`src/hw/rtl/nqsc_pkg.sv`:
```
`default_nettype none

package nqsc_pkg;

   // field widths fixed by the interface
   localparam int BOARD_W  = 5;
   localparam int COLUMN_W = 4;
   localparam int COUNT_W  = 24;

   localparam logic [BOARD_W-1:0] BOARD_RESET = 5'd8;
   localparam logic [COUNT_W-1:0] COUNT_MAX   = {COUNT_W{1'b1}};

   typedef logic [COUNT_W-1:0] count_type;

   // status from the search engine back to the top level
   typedef struct packed {
      logic      done;
      count_type count;
   } search_result_type;

endpackage

`default_nettype wire

```
`src/hw/rtl/nqsc_search.sv`:
```
`default_nettype none

module nqsc_search
   import nqsc_pkg::*;
#(
   parameter int MAX_BOARD = 16,
   localparam int N_W      = $clog2(MAX_BOARD + 1),
   localparam int ROW_W    = (MAX_BOARD > 1) ? $clog2(MAX_BOARD) : 1
) (
   input  wire logic              clock,
   input  wire logic              reset,
   input  wire logic              start,
   input  wire logic [N_W-1:0]    size,
   input  wire logic [COLUMN_W-1:0] first,
   output search_result_type      result
);

   typedef logic [MAX_BOARD-1:0] mask_type;

   typedef struct packed {
      mask_type cols;
      mask_type rise;
      mask_type fall;
      mask_type pend;
   } record_type;

   typedef enum logic {
      IDLE,
      RUN
   } state_type;

   state_type        state_ff;
   logic [N_W-1:0]   n_ff;
   mask_type         full_ff;
   record_type       cur_ff;
   logic [ROW_W-1:0] row_ff;
   count_type        count_ff;
   logic             done_ff;
   record_type       stack_ff [MAX_BOARD];

   mask_type   full_in;
   mask_type   start_bit;
   record_type start_rec;
   mask_type   pick;
   mask_type   pend_in;
   record_type child_in;
   logic       last_row;

   // board mask and first-row queen
   always_comb begin
      for (int i = 0; i < MAX_BOARD; i++) begin
         full_in[i]   = (i < int'(size));
         start_bit[i] = (int'(first) == i);
      end
      start_rec.cols = start_bit;
      start_rec.rise = (start_bit << 1) & full_in;
      start_rec.fall = start_bit >> 1;
      start_rec.pend = full_in & ~(start_rec.cols | start_rec.rise | start_rec.fall);
   end

   // shared step unit: lowest pending column, and the record of the row below
   always_comb begin
      pick          = cur_ff.pend & (~cur_ff.pend + MAX_BOARD'(1));
      pend_in       = cur_ff.pend ^ pick;
      child_in.cols = cur_ff.cols | pick;
      child_in.rise = ((cur_ff.rise | pick) << 1) & full_ff;
      child_in.fall = (cur_ff.fall | pick) >> 1;
      child_in.pend = full_ff & ~(child_in.cols | child_in.rise | child_in.fall);
      last_row      = ((N_W'(row_ff) + N_W'(1)) == n_ff);
   end

   // sequencer: one placement or one backtrack per cycle
   always_ff @(posedge clock) begin
      if (reset) begin
         state_ff <= IDLE;
         done_ff  <= 1'b0;
      end else begin
         done_ff <= 1'b0;
         unique case (state_ff)
            IDLE: begin
               if (start) begin
                  n_ff    <= size;
                  full_ff <= full_in;
                  if (size == N_W'(1)) begin
                     count_ff <= COUNT_W'(1);
                     done_ff  <= 1'b1;
                  end else begin
                     count_ff <= '0;
                     cur_ff   <= start_rec;
                     row_ff   <= ROW_W'(1);
                     state_ff <= RUN;
                  end
               end
            end
            RUN: begin
               if (cur_ff.pend == '0) begin
                  if (row_ff == ROW_W'(1)) begin
                     done_ff  <= 1'b1;
                     state_ff <= IDLE;
                  end else begin
                     cur_ff <= stack_ff[row_ff - ROW_W'(1)];
                     row_ff <= row_ff - ROW_W'(1);
                  end
               end else if (last_row) begin
                  cur_ff.pend <= pend_in;
                  if (count_ff != COUNT_MAX) begin
                     count_ff <= count_ff + COUNT_W'(1);
                  end
               end else begin
                  stack_ff[row_ff] <= '{cols: cur_ff.cols, rise: cur_ff.rise,
                                        fall: cur_ff.fall, pend: pend_in};
                  cur_ff <= child_in;
                  row_ff <= row_ff + ROW_W'(1);
               end
            end
            default: begin
               state_ff <= IDLE;
            end
         endcase
      end
   end

   assign result = '{done: done_ff, count: count_ff};

`ifndef SYNTHESIS
   // the row under search stays between the second row and the last
   assert property (@(posedge clock) disable iff (reset)
      state_ff == RUN |-> row_ff >= ROW_W'(1) && (N_W'(row_ff) < n_ff))
      else $error("search row out of range");

   // pending columns never fall off the board in use
   assert property (@(posedge clock) disable iff (reset)
      state_ff == RUN |-> (cur_ff.pend & ~full_ff) == '0)
      else $error("pending column beyond board size");

   // the count only grows during a search
   assert property (@(posedge clock) disable iff (reset)
      state_ff == RUN |=> count_ff >= $past(count_ff))
      else $error("solution count decreased during search");
`endif

endmodule

`default_nettype wire

```
`src/hw/rtl/n_queens_solution_counter.sv`:
```
`default_nettype none

// N-queens solution counter
//
// A request transfer on req_ carries the column of the queen in the first row.
// The block counts every placement of board_size non-attacking queens with
// that first queen and answers with one transfer on rsp_: the count for the
// column, the running total since reset and bad_column. Both counts saturate.
// A column at or beyond the board size answers 0 with bad_column set, total
// unchanged.
// The search is depth first with one step a cycle: each placement tried and
// each backtrack is one step of the shared step unit. One request is in work
// at a time; req_stall is high from transfer until the result enters the
// output register, which may still hold an earlier result the receiver has
// not taken. While rsp_stall is high the result holds; a finished search
// waits for it. Reset clears the running total, empties the output and sets
// the board size to 8. The board size is written through csr_; the user must
// do so only while the block is idle, as the block itself does not enforce
// it.

module n_queens_solution_counter
   import nqsc_pkg::*;
#(
   parameter int MAX_BOARD = 16
) (
   input  wire logic                clock,
   input  wire logic                reset,
   input  wire logic                req_valid,
   output logic                     req_stall,
   input  wire logic [COLUMN_W-1:0] req_first_column,
   output logic                     rsp_valid,
   input  wire logic                rsp_stall,
   output logic [COUNT_W-1:0]       rsp_column_solutions,
   output logic [COUNT_W-1:0]       rsp_running_total,
   output logic                     rsp_bad_column,
   input  wire logic                csr_write_enable,
   input  wire logic [BOARD_W-1:0]  csr_write_data
);

   localparam int N_W = $clog2(MAX_BOARD + 1);

   typedef enum logic [1:0] {
      IDLE,
      SEARCH,
      DELIVER
   } state_type;

   state_type         state_ff;
   logic [BOARD_W-1:0] board_size_ff;
   count_type         result_count_ff;
   logic              result_bad_ff;
   count_type         running_total_ff;
   logic              rsp_valid_ff;
   count_type         rsp_column_solutions_ff;
   count_type         rsp_running_total_ff;
   logic              rsp_bad_column_ff;

   logic [N_W-1:0]    size_in;
   logic              bad_in;
   logic              req_xfer;
   logic              rsp_xfer;
   logic              out_free;
   logic [COUNT_W:0]  sum_in;
   count_type         total_in;
   search_result_type search_result;

   // board size in use saturates at the largest board built
   always_comb begin
      if (int'(board_size_ff) > MAX_BOARD) begin
         size_in = N_W'(MAX_BOARD);
      end else begin
         size_in = N_W'(board_size_ff);
      end
      bad_in = (int'(req_first_column) >= int'(size_in));
   end

   // handshakes
   assign req_stall = (state_ff != IDLE);
   assign req_xfer  = req_valid && !req_stall;
   assign rsp_xfer  = rsp_valid_ff && !rsp_stall;
   assign out_free  = !rsp_valid_ff || !rsp_stall;

   // saturating running total
   always_comb begin
      sum_in = {1'b0, running_total_ff} + {1'b0, result_count_ff};
      if (sum_in[COUNT_W]) begin
         total_in = COUNT_MAX;
      end else begin
         total_in = sum_in[COUNT_W-1:0];
      end
   end

   // board size register
   always_ff @(posedge clock) begin
      if (reset) begin
         board_size_ff <= BOARD_RESET;
      end else if (csr_write_enable) begin
         board_size_ff <= csr_write_data;
      end
   end

   nqsc_search #(
      .MAX_BOARD (MAX_BOARD)
   ) u_search (
      .clock  (clock),
      .reset  (reset),
      .start  (req_xfer && !bad_in),
      .size   (size_in),
      .first  (req_first_column),
      .result (search_result)
   );

   // request sequencing and output register
   always_ff @(posedge clock) begin
      if (reset) begin
         state_ff         <= IDLE;
         running_total_ff <= '0;
         rsp_valid_ff     <= 1'b0;
      end else begin
         // output empties on a transfer unless a new result moves in
         if (rsp_xfer && state_ff != DELIVER) begin
            rsp_valid_ff <= 1'b0;
         end
         unique case (state_ff)
            IDLE: begin
               if (req_xfer) begin
                  if (bad_in) begin
                     result_count_ff <= '0;
                     result_bad_ff   <= 1'b1;
                     state_ff        <= DELIVER;
                  end else begin
                     state_ff <= SEARCH;
                  end
               end
            end
            SEARCH: begin
               if (search_result.done) begin
                  result_count_ff <= search_result.count;
                  result_bad_ff   <= 1'b0;
                  state_ff        <= DELIVER;
               end
            end
            DELIVER: begin
               if (out_free) begin
                  rsp_valid_ff            <= 1'b1;
                  rsp_column_solutions_ff <= result_count_ff;
                  rsp_bad_column_ff       <= result_bad_ff;
                  rsp_running_total_ff    <= total_in;
                  running_total_ff        <= total_in;
                  state_ff                <= IDLE;
               end
            end
            default: begin
               state_ff <= IDLE;
            end
         endcase
      end
   end

   assign rsp_valid            = rsp_valid_ff;
   assign rsp_column_solutions = rsp_column_solutions_ff;
   assign rsp_running_total    = rsp_running_total_ff;
   assign rsp_bad_column       = rsp_bad_column_ff;

`ifndef SYNTHESIS
   // a rejected column never reports solutions
   assert property (@(posedge clock) disable iff (reset)
      rsp_valid && rsp_bad_column |-> rsp_column_solutions == '0)
      else $error("bad column result with nonzero count");

   // the running total never goes down
   assert property (@(posedge clock) disable iff (reset)
      !reset |=> running_total_ff >= $past(running_total_ff))
      else $error("running total decreased");

   // the search only finishes while a request is under search
   assert property (@(posedge clock) disable iff (reset)
      search_result.done |-> state_ff == SEARCH)
      else $error("search finished with no request in work");

   // an accepted request always leaves the idle state
   assert property (@(posedge clock) disable iff (reset)
      req_xfer |=> state_ff == SEARCH || state_ff == DELIVER)
      else $error("request transfer without search or delivery");
`endif

endmodule

`default_nettype wire

```
`config.mk`:
```
export PLATFORM = sky130hd
export DESIGN_NAME = n_queens_solution_counter
export DESIGN_NICKNAME = d
export VERILOG_FILES = /design/src/hw/rtl/nqsc_pkg.sv /design/src/hw/rtl/nqsc_search.sv /design/src/hw/rtl/n_queens_solution_counter.sv
export SDC_FILE = /design/constraint.sdc
export NUM_CORES = 1
export LEC_CHECK = 0
export BUFFER_PORTS_ARGS = -buffer_cell sky130_fd_sc_hd__buf_2
export CAP_MARGIN = 20
export CORE_MARGIN = 5
export CORE_UTILIZATION = 57
export DETAILED_ROUTE_END_ITERATION = 8
export GPL_TIMING_DRIVEN = 0
export PLACE_DENSITY = 0.81
export SLEW_MARGIN = 10
export SYNTH_ARGS = -nofsm -noshare
export SYNTH_HDL_FRONTEND = slang
export SYNTH_SLANG_ARGS = --single-unit
export TNS_END_PERCENT = 5
```
`constraint.sdc`:
```
create_clock -name clock -period 7.85 [get_ports clock]
set_input_delay 1.1775 -clock clock [delete_from_list [all_inputs] [get_ports clock]]
set_output_delay 1.1775 -clock clock [all_outputs]
set_load 0.005 [all_outputs]
```
After elaboration in Yosys (flattened, before gate mapping) --
Memories as Yosys holds them, arrays and structs flattened. Index checks and enable logic that the tools add are counted.
Storage, ports and cells: register bits 221, bits in latches 0, memory bits (writable) 1024, bits in read-only memories 0, output and inout bits 51, word-level logic and storage cells 169, memories kept 1
Cells by class: add/sub/neg operators 6, multipliers 0, div/mod/pow operators 0, magnitude comparators 18, equality and inequality tests 33, shift-type cells 0, mux-type cells 52, bitwise gates (word level) 18, reductions and logical operators 22
Memory list:
- u_search.stack_ff | words 16, bits a word 64, rd ports 1, clocked after Yosys merged registers in 0, wr ports 1, line nqsc_search.sv:39 | record_type stack_ff [MAX_BOARD];
Operators with widths (number):
- 64-bit two-way mux | 4
- 24-bit two-way mux | 8
- 64-bit one-hot mux with 2 select lines | 1
- 24-bit one-hot mux with 2 select lines | 2
- 16-bit bitwise AND | 5
- 16-bit OR | 4
- 48-bit two-way mux | 1
- 16-bit inverter | 3
- 4-bit by 5-bit < comparator with 1-bit output (first input constant) | 8
- 4-bit == test (second input constant) | 8
- 16-bit by 15-bit OR with 16-bit output | 2
- 24-bit by 24-bit adder with 25-bit output | 1
- 24-bit by 1-bit adder with 24-bit output (second input constant) | 1
- 24-bit inequality test (second input constant) | 1
- 3-bit by 5-bit < comparator with 1-bit output (first input constant) | 4
- 1-bit two-way mux | 20
- 4-bit two-way mux | 5
- 16-bit by 1-bit adder with 16-bit output (second input constant) | 1
- 4-bit by 3-bit == test with 1-bit output (second input constant) | 4
- 16-bit logical NOT | 1
- 16-bit two-way mux | 1
- 2-bit inequality test (second input constant) | 8
- 16-bit XOR | 1
- 15-bit OR | 1
- 31 further kinds | 54

Depth between registers and ports, before layout --
Gate-level depths: netlist (run 1).
depth after elaboration 12, gate-level depth with buffers 16, mapped depth without buffers 10

Hierarchy --
A second synthesis (run 1) with hierarchy kept.
Unflattened totals: cell total of the unflattened synthesis 2525, area total of the unflattened synthesis 48363.9 µm²
Modules (own cells, without submodules):
- nqsc_search | instances 1, cells each 2094, area each 43284.0 µm², seq. area each 32651.3 µm²
- n_queens_solution_counter | instances 1, cells each 431, area each 5079.9 µm², seq. area each 2862.7 µm²

Worst setup path before layout (run 1) --
OpenSTA, ideal clock, no wires.
path kind reg-to-reg, from register u_search.row_ff[0], to memory u_search.stack_ff[0][10] in the netlist's numbering, enable pin, setup time 0.555 ns, arrival 6.759 ns, slack 0.536 ns, cell stages (with the launch flop) 14, clock period less this slack 7.314 ns, cell sequence edfxtp_1 buf_4 buf_6 buf_2 buf_4 inv_1 ha_1 buf_2 xor2_1 nor2_1 o2111ai_2 nor3b_1 nand2_1 nor3_1
On the way: cells in the longest elaborated chain, start to end 7
Ends and longest elaborated chain:
- start: declaration | line nqsc_search.sv:36 | logic [ROW_W-1:0] row_ff;
- start signal: assignment | line nqsc_search.sv:102 | row_ff <= row_ff - ROW_W'(1);
- start signal: assignment | line nqsc_search.sv:113 | row_ff <= row_ff + ROW_W'(1);
- 4-bit by 1-bit adder with 5-bit output | line nqsc_search.sv:69 | last_row = ((N_W'(row_ff) + N_W'(1)) == n_ff);
- 5-bit == test | line nqsc_search.sv:69
- 1-bit two-way mux | line nqsc_search.sv:104 | end else if (last_row) begin
- 1-bit two-way mux | line nqsc_search.sv:96 | if (cur_ff.pend == '0) begin
- 1-bit two-way mux | line nqsc_search.sv:79 | unique case (state_ff)
- 1-bit two-way mux | line nqsc_search.sv:74 | if (reset) begin
- 1-bit two-way mux (not written as such) | line nqsc_search.sv:110 | stack_ff[row_ff] <= '{cols: cur_ff.cols, rise: cur_ff.rise,
- end: declaration | line nqsc_search.sv:39
Parallel ways exist; a longest one is shown, timed or not.

Final worst setup path (run 1) --
from register u_search.row_ff[0], to memory u_search.stack_ff[3][46] in the netlist's numbering, enable pin
Same word-level chain as after synthesis.

==> impl_summary.txt, run 1 <==
----------------------------------------------------
[Status]
  Outcome ... completed

[Setup path]
  Kind of start point of the critical path ... flip-flop
  Start-to-end type of the worst setup path ... flip-flop to flip-flop
  R2r endpoint ... u_search.stack_ff[3][46]
  Endpoint class of the critical path ... flip-flop
  Required time reported for the critical path endpoint ... 8.23 ns
  Register-to-register path setup slack ... 2.25 ns
  Origin of the critical flop-to-flop path ... u_search.row_ff[0]
  Worst EP arrival ... 5.98 ns
  Worst reg2reg path depth ... 17
  CP max FO ... 10

[Hold path]
  Worst hold-check path type ... flip-flop to flip-flop
  Hold path cells ... 0
  Endpoint with the worst hold slack ... rsp_bad_column
  Launch point of the worst hold path ... result_bad_ff

[Synth]
  Number of storage elements in the synthesis netlist ... 1194
  Async set or reset register ratio after synthesis ... 0%
  Number of synthesized flops with an enable pin ... 1160
  Sequential fraction of the synthesis area ... 73.44%
  Mapped Cells ... 2547
  Most numerous cell in the Yosys netlist ... edfxtp_1
  Synthesized net count ... 2595
  Most common library cells after synthesis ... edfxtp_1 (1160), mux4_2 (295), nor2_1 (147)
  Post-synth design cell area ... 0.04836 mm^2
  Post-synthesis average cell area ... 18.99 um^2
  Ranking of synthesized cells by area ... edfxtp_1 (72%), mux4_2 (14%), dfxtp_1 (1.4%)
  Area fraction of the dominant cell type after synthesis ... 72.03%
  Yosys top cell by area ... edfxtp_1
  Total number of yosys warnings ... 0
  Number of distinct standard cells referenced by the synthesized netlist ... 72
  Leading register cell type out of synthesis ... edfxtp_1

[Power]
  Pwr Total ... 13.91 mW
  IR Drop Worst-Case VDD ... 205.2 uV
  Power density over the cells ... 251.8 mW/mm^2
  LEAKAGE ... 18.12 nW

[CTS]
  Number of buffers created by CTS ... 114
  Clock Sink Count ... 1194
  H-tree level count ... 3
  Total setup buffers inserted after CTS ... 0
  Hold Buf Count CTS ... 0
  Gates resized, CTS repair ... 0
  Number of buffers on the longest clock path ... 3
  Clock latency on the worst-skew pair ... 0.69 ns
  Clock tree from TritonCTS ... done
  Clock edge transition at the registers on the reported setup and hold paths ... 0.06 ns
  Clock root buffer ... clkbuf_16

[Placed design]
  Standard cell area after detailed placement ... 0.05159 mm^2
  Weighted congestion reported at the end of routability-driven placement ... 0.9832
  Pre-CTS worst setup slack ... 2.389 ns
  Half-perimeter wire length after detailed placement ... 86500 um
  Port Buf Inserts ... 63

[Detailed routing]
  Total routed wirelength ... 132400 um
  DRT iter0 DRCs ... 3885
  Detail-routed via count per cell ... 6.768
  Drt first pass iters ... 8
  Remaining antenna violation count after routing ... 0
  Wire per inst ... 32.76 um
  Via count ... 27350
  Count of unresolved DRC violations after routing ... 0

[Timing]
  Max frequency ... 178.6 MHz
  Sum of negative setup slack ... 0 ns
  Final-report max-slew violation count ... 0
  Pin slew with the least headroom to its limit ... 1.254 ns
  RSZ-0062 raised after global routing ... false
  Final Hold Viols ... 0
  Remaining max-slew budget at the tightest pin ... 15.35%
  Post-route setup slack ... 2.251 ns
  Final period util ... 71.33%
  Clock tree skew after final layout ... 0.04326 ns
  Clock period minus worst slack ... 5.599 ns
  Final setup viols ... 0

[Final layout]
  Fillers ... 5336
  Final core area utilization ... 65.79%
  Post-Layout Inst Area ... 0.05523 mm^2
  Layout cells sized above 1 ... 24.51%
  Post-layout net count ... 2861
  P&R area growth vs syn ... 14.21%

[Global route]
  Number of global-route vias before repair ... 27360
  Met2 demand-to-capacity share in global routing ... 47.19%
  Initial antenna violation count ... 2
  Overall overflow remaining after global route ... 0
  Largest net degree at the start of global routing ... 30
  Wire length of the first global-routing pass ... 190200 um
  Routing layer with the top usage in global route ... met2
  Met1 usage ... 39.69%
  All-layer global routing usage ... 29.27%
  Met3 usage ... 7.652%

[Die]
  Row count ... 106
  Num ports ... 65
  Core footprint ... 0.08395 mm^2
  Die area ... 0.09076 mm^2
  Initial Utilization ... 57.60%
  Chip width ... 301.3 um
  Die height ... 301.3 um

[Run]
  Max capacitance violation total ... 0

----------------------------------------------------
==> layer usage <==
layer,share of wire (%),routed length [um],vias to the layer above
li1,-,-,10920
met1,36,47550,14020
met2,48,63920,2054
met3,12,16200,349
met4,3.5,4667,4
met5,0.020,26,-
==> cells by family after synthesis <==
kind of cell	count (synthesis)	synth area share (%)
AOI/OAI and AO/OA	311	4.078
xor gates and xnor gates	49	0.8875
adders and majority gates	34	0.8953
buffers and inverters	183	1.803
DFF	1194	73.44
muxes	319	14.25
and+or+nand+nor	457	4.644
==> critical path, stage by stage, from the launching register on <==
cell and delay (ns):
edfxtp_1 0.42, buf_4 0.21, buf_6 0.21, buf_2 0.41, buf_4 0.34, inv_1 0.11, ha_1 0.30, buf_2 0.32
xor2_1 0.19, nor2_1 0.10, o2111ai_2 0.27, nor3b_1 0.50, nand2_1 0.34, nor3_2 0.73, buf_6 0.26, buf_6 0.17
buf_6 0.15, buf_4 0.21
==> registers in the layout (all words and copies together) (netlist names), 5 cells and up <==
register              cells
board_size_ff             5
result_count_ff          24
rsp_column_solutions     24
rsp_running_total        24
running_total_ff         24
u_search.count_ff        24
u_search.cur_ff          62
u_search.full_ff         16
u_search.stack_ff       976
==> metrics by stage <==
| step | instances | hold WS (ns) |
|---|---|---|
| floorplan | 2547 | 0.4003 |
| detailed placement | 3825 | 0.4213 |
| finish | 4041 | 0.4386 |
| CTS | 4033 | 0.4406 |
| global route | 4039 | 0.4497 |
| global placement | 3744 | 0.4179 |
==> cell usage in the layout (no fill, tap or decap), types with 30 or more instances in the layout <==
master,Yosys,routed
edfxtp_1,1160,1160
nand2_1,105,105
clkbuf_16,0,114
a21oi_1,90,89
o21ai_0,70,70
nor2_1,147,134
ha_1,33,33
inv_1,48,48
buf_2,40,103
buf_4,20,43
mux4_2,295,295
dfxtp_1,34,34
and2_1,30,30
clkbuf_1,58,83
==> cell type report <==
cell class / count / area [um^2] / area share, %
clock inverters: 66 / 586.8 / 1.063
diodes: 2 / 5.005 / 0.009062
inverters: 48 / 180.2 / 0.3262
plain buffers: 135 / 691.9 / 1.253
multi-input cells: 1170 / 12130 / 21.96
well taps: 1134 / 1419 / 2.569
repair buffers: 150 / 1718 / 3.110
flip-flops and latches: 1194 / 35510 / 64.30
clock buffers: 142 / 2988 / 5.410
==> worst max-delay path by stage <==
stage                             from                       end  slack (ns)
detailed placement  u_search.row_ff[0]  u_search.stack_ff[3][42]        2.39
floorplan           u_search.row_ff[0]  u_search.stack_ff[0][10]        0.54
global placement    u_search.row_ff[0]  u_search.stack_ff[2][42]       -5.91
finish              u_search.row_ff[0]  u_search.stack_ff[3][46]        2.25
CTS                 u_search.row_ff[0]  u_search.stack_ff[3][49]        2.35
global route        u_search.row_ff[0]  u_search.stack_ff[0][48]        2.11
==> power breakdown <==
part | leakage, nW | internal, mW | switching [mW] | total (mW)
clock | 1.74 | 2.93 | 2.37 | 5.30
sequential | 10.8 | 7.18 | 0.167 | 7.35
combinational | 5.59 | 0.484 | 0.776 | 1.26
total | 18.1 | 10.6 | 3.31 | 13.9
No activity file was read; power rests on OpenSTA's default activity.
==> run 2, diff against run 1 <==
==> constraint.sdc (replaced) <==
create_clock -name clock -period 4.9 [get_ports clock]
set_input_delay 0.735 -clock clock [delete_from_list [all_inputs] [get_ports clock]]
set_output_delay 0.735 -clock clock [all_outputs]
set_load 0.005 [all_outputs]
==> impl_summary.txt, run 2 (synthesis results as in run 1) <==
----------------------------------------------------
[CTS]
  Clock Sink Count ... 1194 (unchanged)
  Number of buffers created by CTS ... 115 (was 114)
  Clock root buffer ... clkbuf_16 (unchanged)
  Number of buffers on the longest clock path ... 3 (unchanged)
  H-tree level count ... 3 (unchanged)
  Clock latency on the worst-skew pair ... 0.71 ns (was 0.69 ns)
  Clock edge transition at the registers on the reported setup and hold paths ... 0.06 ns (about the same)
  Clock tree from TritonCTS ... done (unchanged)

[Setup path]
  Register-to-register path setup slack ... 0.12 ns (was 2.25 ns)
  R2r endpoint ... u_search.count_ff[8] (was u_search.stack_ff[3][46])
  Required time reported for the critical path endpoint ... 5.29 ns (was 8.23 ns)
  Worst reg2reg path depth ... 14 (was 17)
  CP startpoint ... u_search.row_ff[0] (unchanged)
  Worst EP arrival ... 5.17 ns (was 5.98 ns)
  CP max FO ... 19 (was 10)
  Start-to-end type of the worst setup path ... flip-flop to flip-flop (unchanged)
  Critical path's largest stage delay ... 0.54 ns (was 0.73 ns)
  Cell with the biggest individual delay on the critical path ... nor2_2 (was nor3_2)
  Kind of start point of the critical path ... flip-flop (unchanged)
  Cells along the critical path ... buf_4 > buf_6 > buf_4 > inv_1 > ha_1 > buf_2 > xor2_1 > nor2_1 > o2111ai_2 > buf_2 > nor2_1 > a2bb2oi_1 > nor2_2 > buf_8 (was buf_4 > buf_6 > buf_2 > buf_4 > inv_1 > ha_1 > buf_2 > xor2_1 > nor2_1 > o2111ai_2 > nor3b_1 > nand2_1 > nor3_2 > buf_6 > buf_6 > buf_6 > buf_4)
  Capture point of the critical path ... u_search.count_ff[8] (was u_search.stack_ff[3][46])
  Endpoint class of the critical path ... flip-flop (unchanged)
  Origin of the critical flop-to-flop path ... u_search.row_ff[0] (unchanged)

[Global route]
  Met1 usage ... 41.59% (was 39.69%)
  Overall overflow remaining after global route ... 0 (unchanged)
  Initial antenna violation count ... 3 (was 2)
  Routing layer with the top usage in global route ... met2 (unchanged)
  Largest net degree at the start of global routing ... 27 (was 30)
  Number of global-route vias before repair ... 27340 (was 27360)
  Met2 demand-to-capacity share in global routing ... 48.42% (was 47.19%)
  All-layer global routing usage ... 29.81% (was 29.27%)
  Wire length of the first global-routing pass ... 193700 um (was 190200 um)
  Met3 usage ... 5.889% (was 7.652%)

[Placed design]
  Port Buf Inserts ... 63 (unchanged)
  Half-perimeter wire length after detailed placement ... 87860 um (was 86500 um)
  Number of placed cells counting well taps ... 3809 (was 3825)
  Weighted congestion reported at the end of routability-driven placement ... 0.9637 (was 0.9832)

[Power]
  Combinational Power Share ... 8.9% (was 9.1%)
  Power density over the cells ... 408.5 mW/mm^2 (was 251.8 mW/mm^2)
  Pwr Total ... 22.77 mW (was 13.91 mW)
  Power dissipated by switching net loads ... 5.419 mW (was 3.310 mW)
  Sw Ratio ... 23.80% (about the same)
  IR Drop Worst-Case VDD ... 468.9 uV (was 205.2 uV)
  Clk network pwr share ... 39.4% (was 38.1%)
  LEAKAGE ... 18.32 nW (was 18.12 nW)
  Int Pwr ... 17.35 mW (was 10.60 mW)
  Part of the power in registers ... 51.7% (was 52.8%)

[Die]
  Core footprint ... 0.08395 mm^2 (unchanged)
  Die height ... 301.3 um (unchanged)
  Die area ... 0.09076 mm^2 (unchanged)
  Initial Utilization ... 57.60% (unchanged)
  Row count ... 106 (unchanged)
  Num ports ... 65 (unchanged)
  Chip width ... 301.3 um (unchanged)

[Final layout]
  Post-layout net count ... 2866 (was 2861)
  Most frequent cells in the layout ... edfxtp_1 (1160), mux4_2 (295), nor2_1 (134) (unchanged)
  Fillers ... 5289 (was 5336)
  Combined flip-flop and latch cell area ... 0.03551 mm^2 (unchanged)
  P&R area growth vs syn ... 15.25% (was 14.21%)
  Number of standard cells in the final layout excluding fillers ... 4054 (was 4041)
  Leading registers by flop count ... u_search.stack_ff: 976 flops, u_search.cur_ff: 62 flops (unchanged)
  Area taken by multi-input logic gates ... 0.01217 mm^2 (was 0.01213 mm^2)
  Largest register by flop count ... u_search.stack_ff (unchanged)
  Most common cell after layout, fill and taps aside ... edfxtp_1 (unchanged)
  Layout cells sized above 1 ... 25.36% (was 24.51%)
  Flip-flop count of the largest register, all copies and words added ... 976 (unchanged)

[Timing]
  Final period util ... 97.48% (was 71.33%)
  Final-report max-slew violation count ... 0 (unchanged)
  Pin slew with the least headroom to its limit ... 1.224 ns (was 1.254 ns)
  Final Hold Viols ... 0 (unchanged)
  Max frequency ... 209.4 MHz (was 178.6 MHz)
  Clock tree skew after final layout ... 0.02895 ns (was 0.04326 ns)
  Clock period minus worst slack ... 4.776 ns (was 5.599 ns)
  Final setup viols ... 0 (unchanged)
  WHS ... 0.2701 ns (was 0.4386 ns)
  RSZ-0062 raised after global routing ... true (was false)
  Remaining max-slew budget at the tightest pin ... 17.39% (was 15.35%)

[Detailed routing]
  Remaining antenna violation count after routing ... 0 (unchanged)
  Total routed wirelength ... 134900 um (was 132400 um)
  Detail-routed via count per cell ... 6.760 (was 6.768)
  Wire per inst ... 33.28 um (was 32.76 um)
  Via count ... 27410 (was 27350)
  Drt first pass iters ... 6 (was 8)
  Count of unresolved DRC violations after routing ... 0 (unchanged)
  DRT iter0 DRCs ... 4244 (was 3885)

[Run]
  Max capacitance violation total ... 0 (unchanged)

[Status]
  Outcome ... completed (unchanged)

[Hold path]
  Worst hold-check path type ... input port to flip-flop (was flip-flop to flip-flop)

----------------------------------------------------
run 2: cell types whose count changed in the layout (fill, tap and decap cells not counted), moves of 7 or more:
cell,before,now
buf_6,28,9
clkinvlp_4,3,10
clkinv_1,26,18
buf_12,19,26
buf_8,4,18
run 2: worst min-delay path by stage:
| stage | from | end | cells past startpoint |
|---|---|---|---|
| final | csr_write_data[3] | board_size_ff[3] | 2 |
| after detailed placement | result_bad_ff | rsp_bad_column | 0 |
| after floorplan | result_bad_ff | rsp_bad_column | 0 |
| after global placement | result_bad_ff | rsp_bad_column | 0 |
| after global routing | csr_write_data[3] | board_size_ff[3] | 2 |
| after CTS | csr_write_data[3] | board_size_ff[3] | 2 |
run 2: layout make-up:
type / count / share of cell area (%)
diodes: 2 / 0.008980
plain buffers: 134 / 1.259
clock buffers: 147 / 5.525
clock inverters: 70 / 1.385
inverters: 48 / 0.3233
multi-input cells: 1170 / 21.84
flip-flops and latches: 1194 / 63.72
well taps: 1134 / 2.546
repair buffers: 155 / 3.392
run 2: critical path, delay by kind of cell, from the launching register on:
| kind | cells | cell delay (ns) |
|---|---|---|
| buffers and inverters | 7 | 1.82 |
| AND/OR/NAND/NOR | 3 | 1.11 |
| XOR/XNOR | 1 | 0.20 |
| flip-flops | 1 | 0.38 |
| AO/OA/AOI/OAI | 2 | 0.61 |
| adder cells (fa/ha/maj) | 1 | 0.31 |
run 2: metal layers:
layer / wire (um) / part of all wire [%]
met5: 18 / 0.013
met4: 5046 / 3.7
met3: 15470 / 11
met2: 65390 / 48
met1: 49000 / 36
run 2: repair_timing:
item,in CTS,in global routing
gates resized for setup,8,2
buffers inserted,12,11
hold buffers,0,0
endpoints found under the setup margin,868,440
gates cloned,0,0
pin swaps,4,1
run 2: power by group through the flow:
| stage | Clock, mW | Combinational (mW) | Sequential [mW] |
|---|---|---|---|
| after floorplan | 0 | 1.24 | 11.9 |
| after global placement | 0 | 1.85 | 12.0 |
| after detailed placement | 0 | 1.96 | 12.0 |
| after CTS | 9.03 | 2.00 | 11.8 |
| after global routing | 9.50 | 2.13 | 11.8 |
| final | 8.96 | 2.03 | 11.8 |
run 2: stage by stage:
step	TNS (ns)	utilization (%)	setup slack, ns	cell area [um^2]
finish	0	66.39	0.1236	55730
global route	-0.6157	66.38	-0.03325	55730
CTS	0	66.23	0.02397	55600
detailed placement	-126.00	61.47	-0.4415	51610
global placement	-4945.17	59.69	-5.032	50110
floorplan	-731.33	-	-0.7798	48380
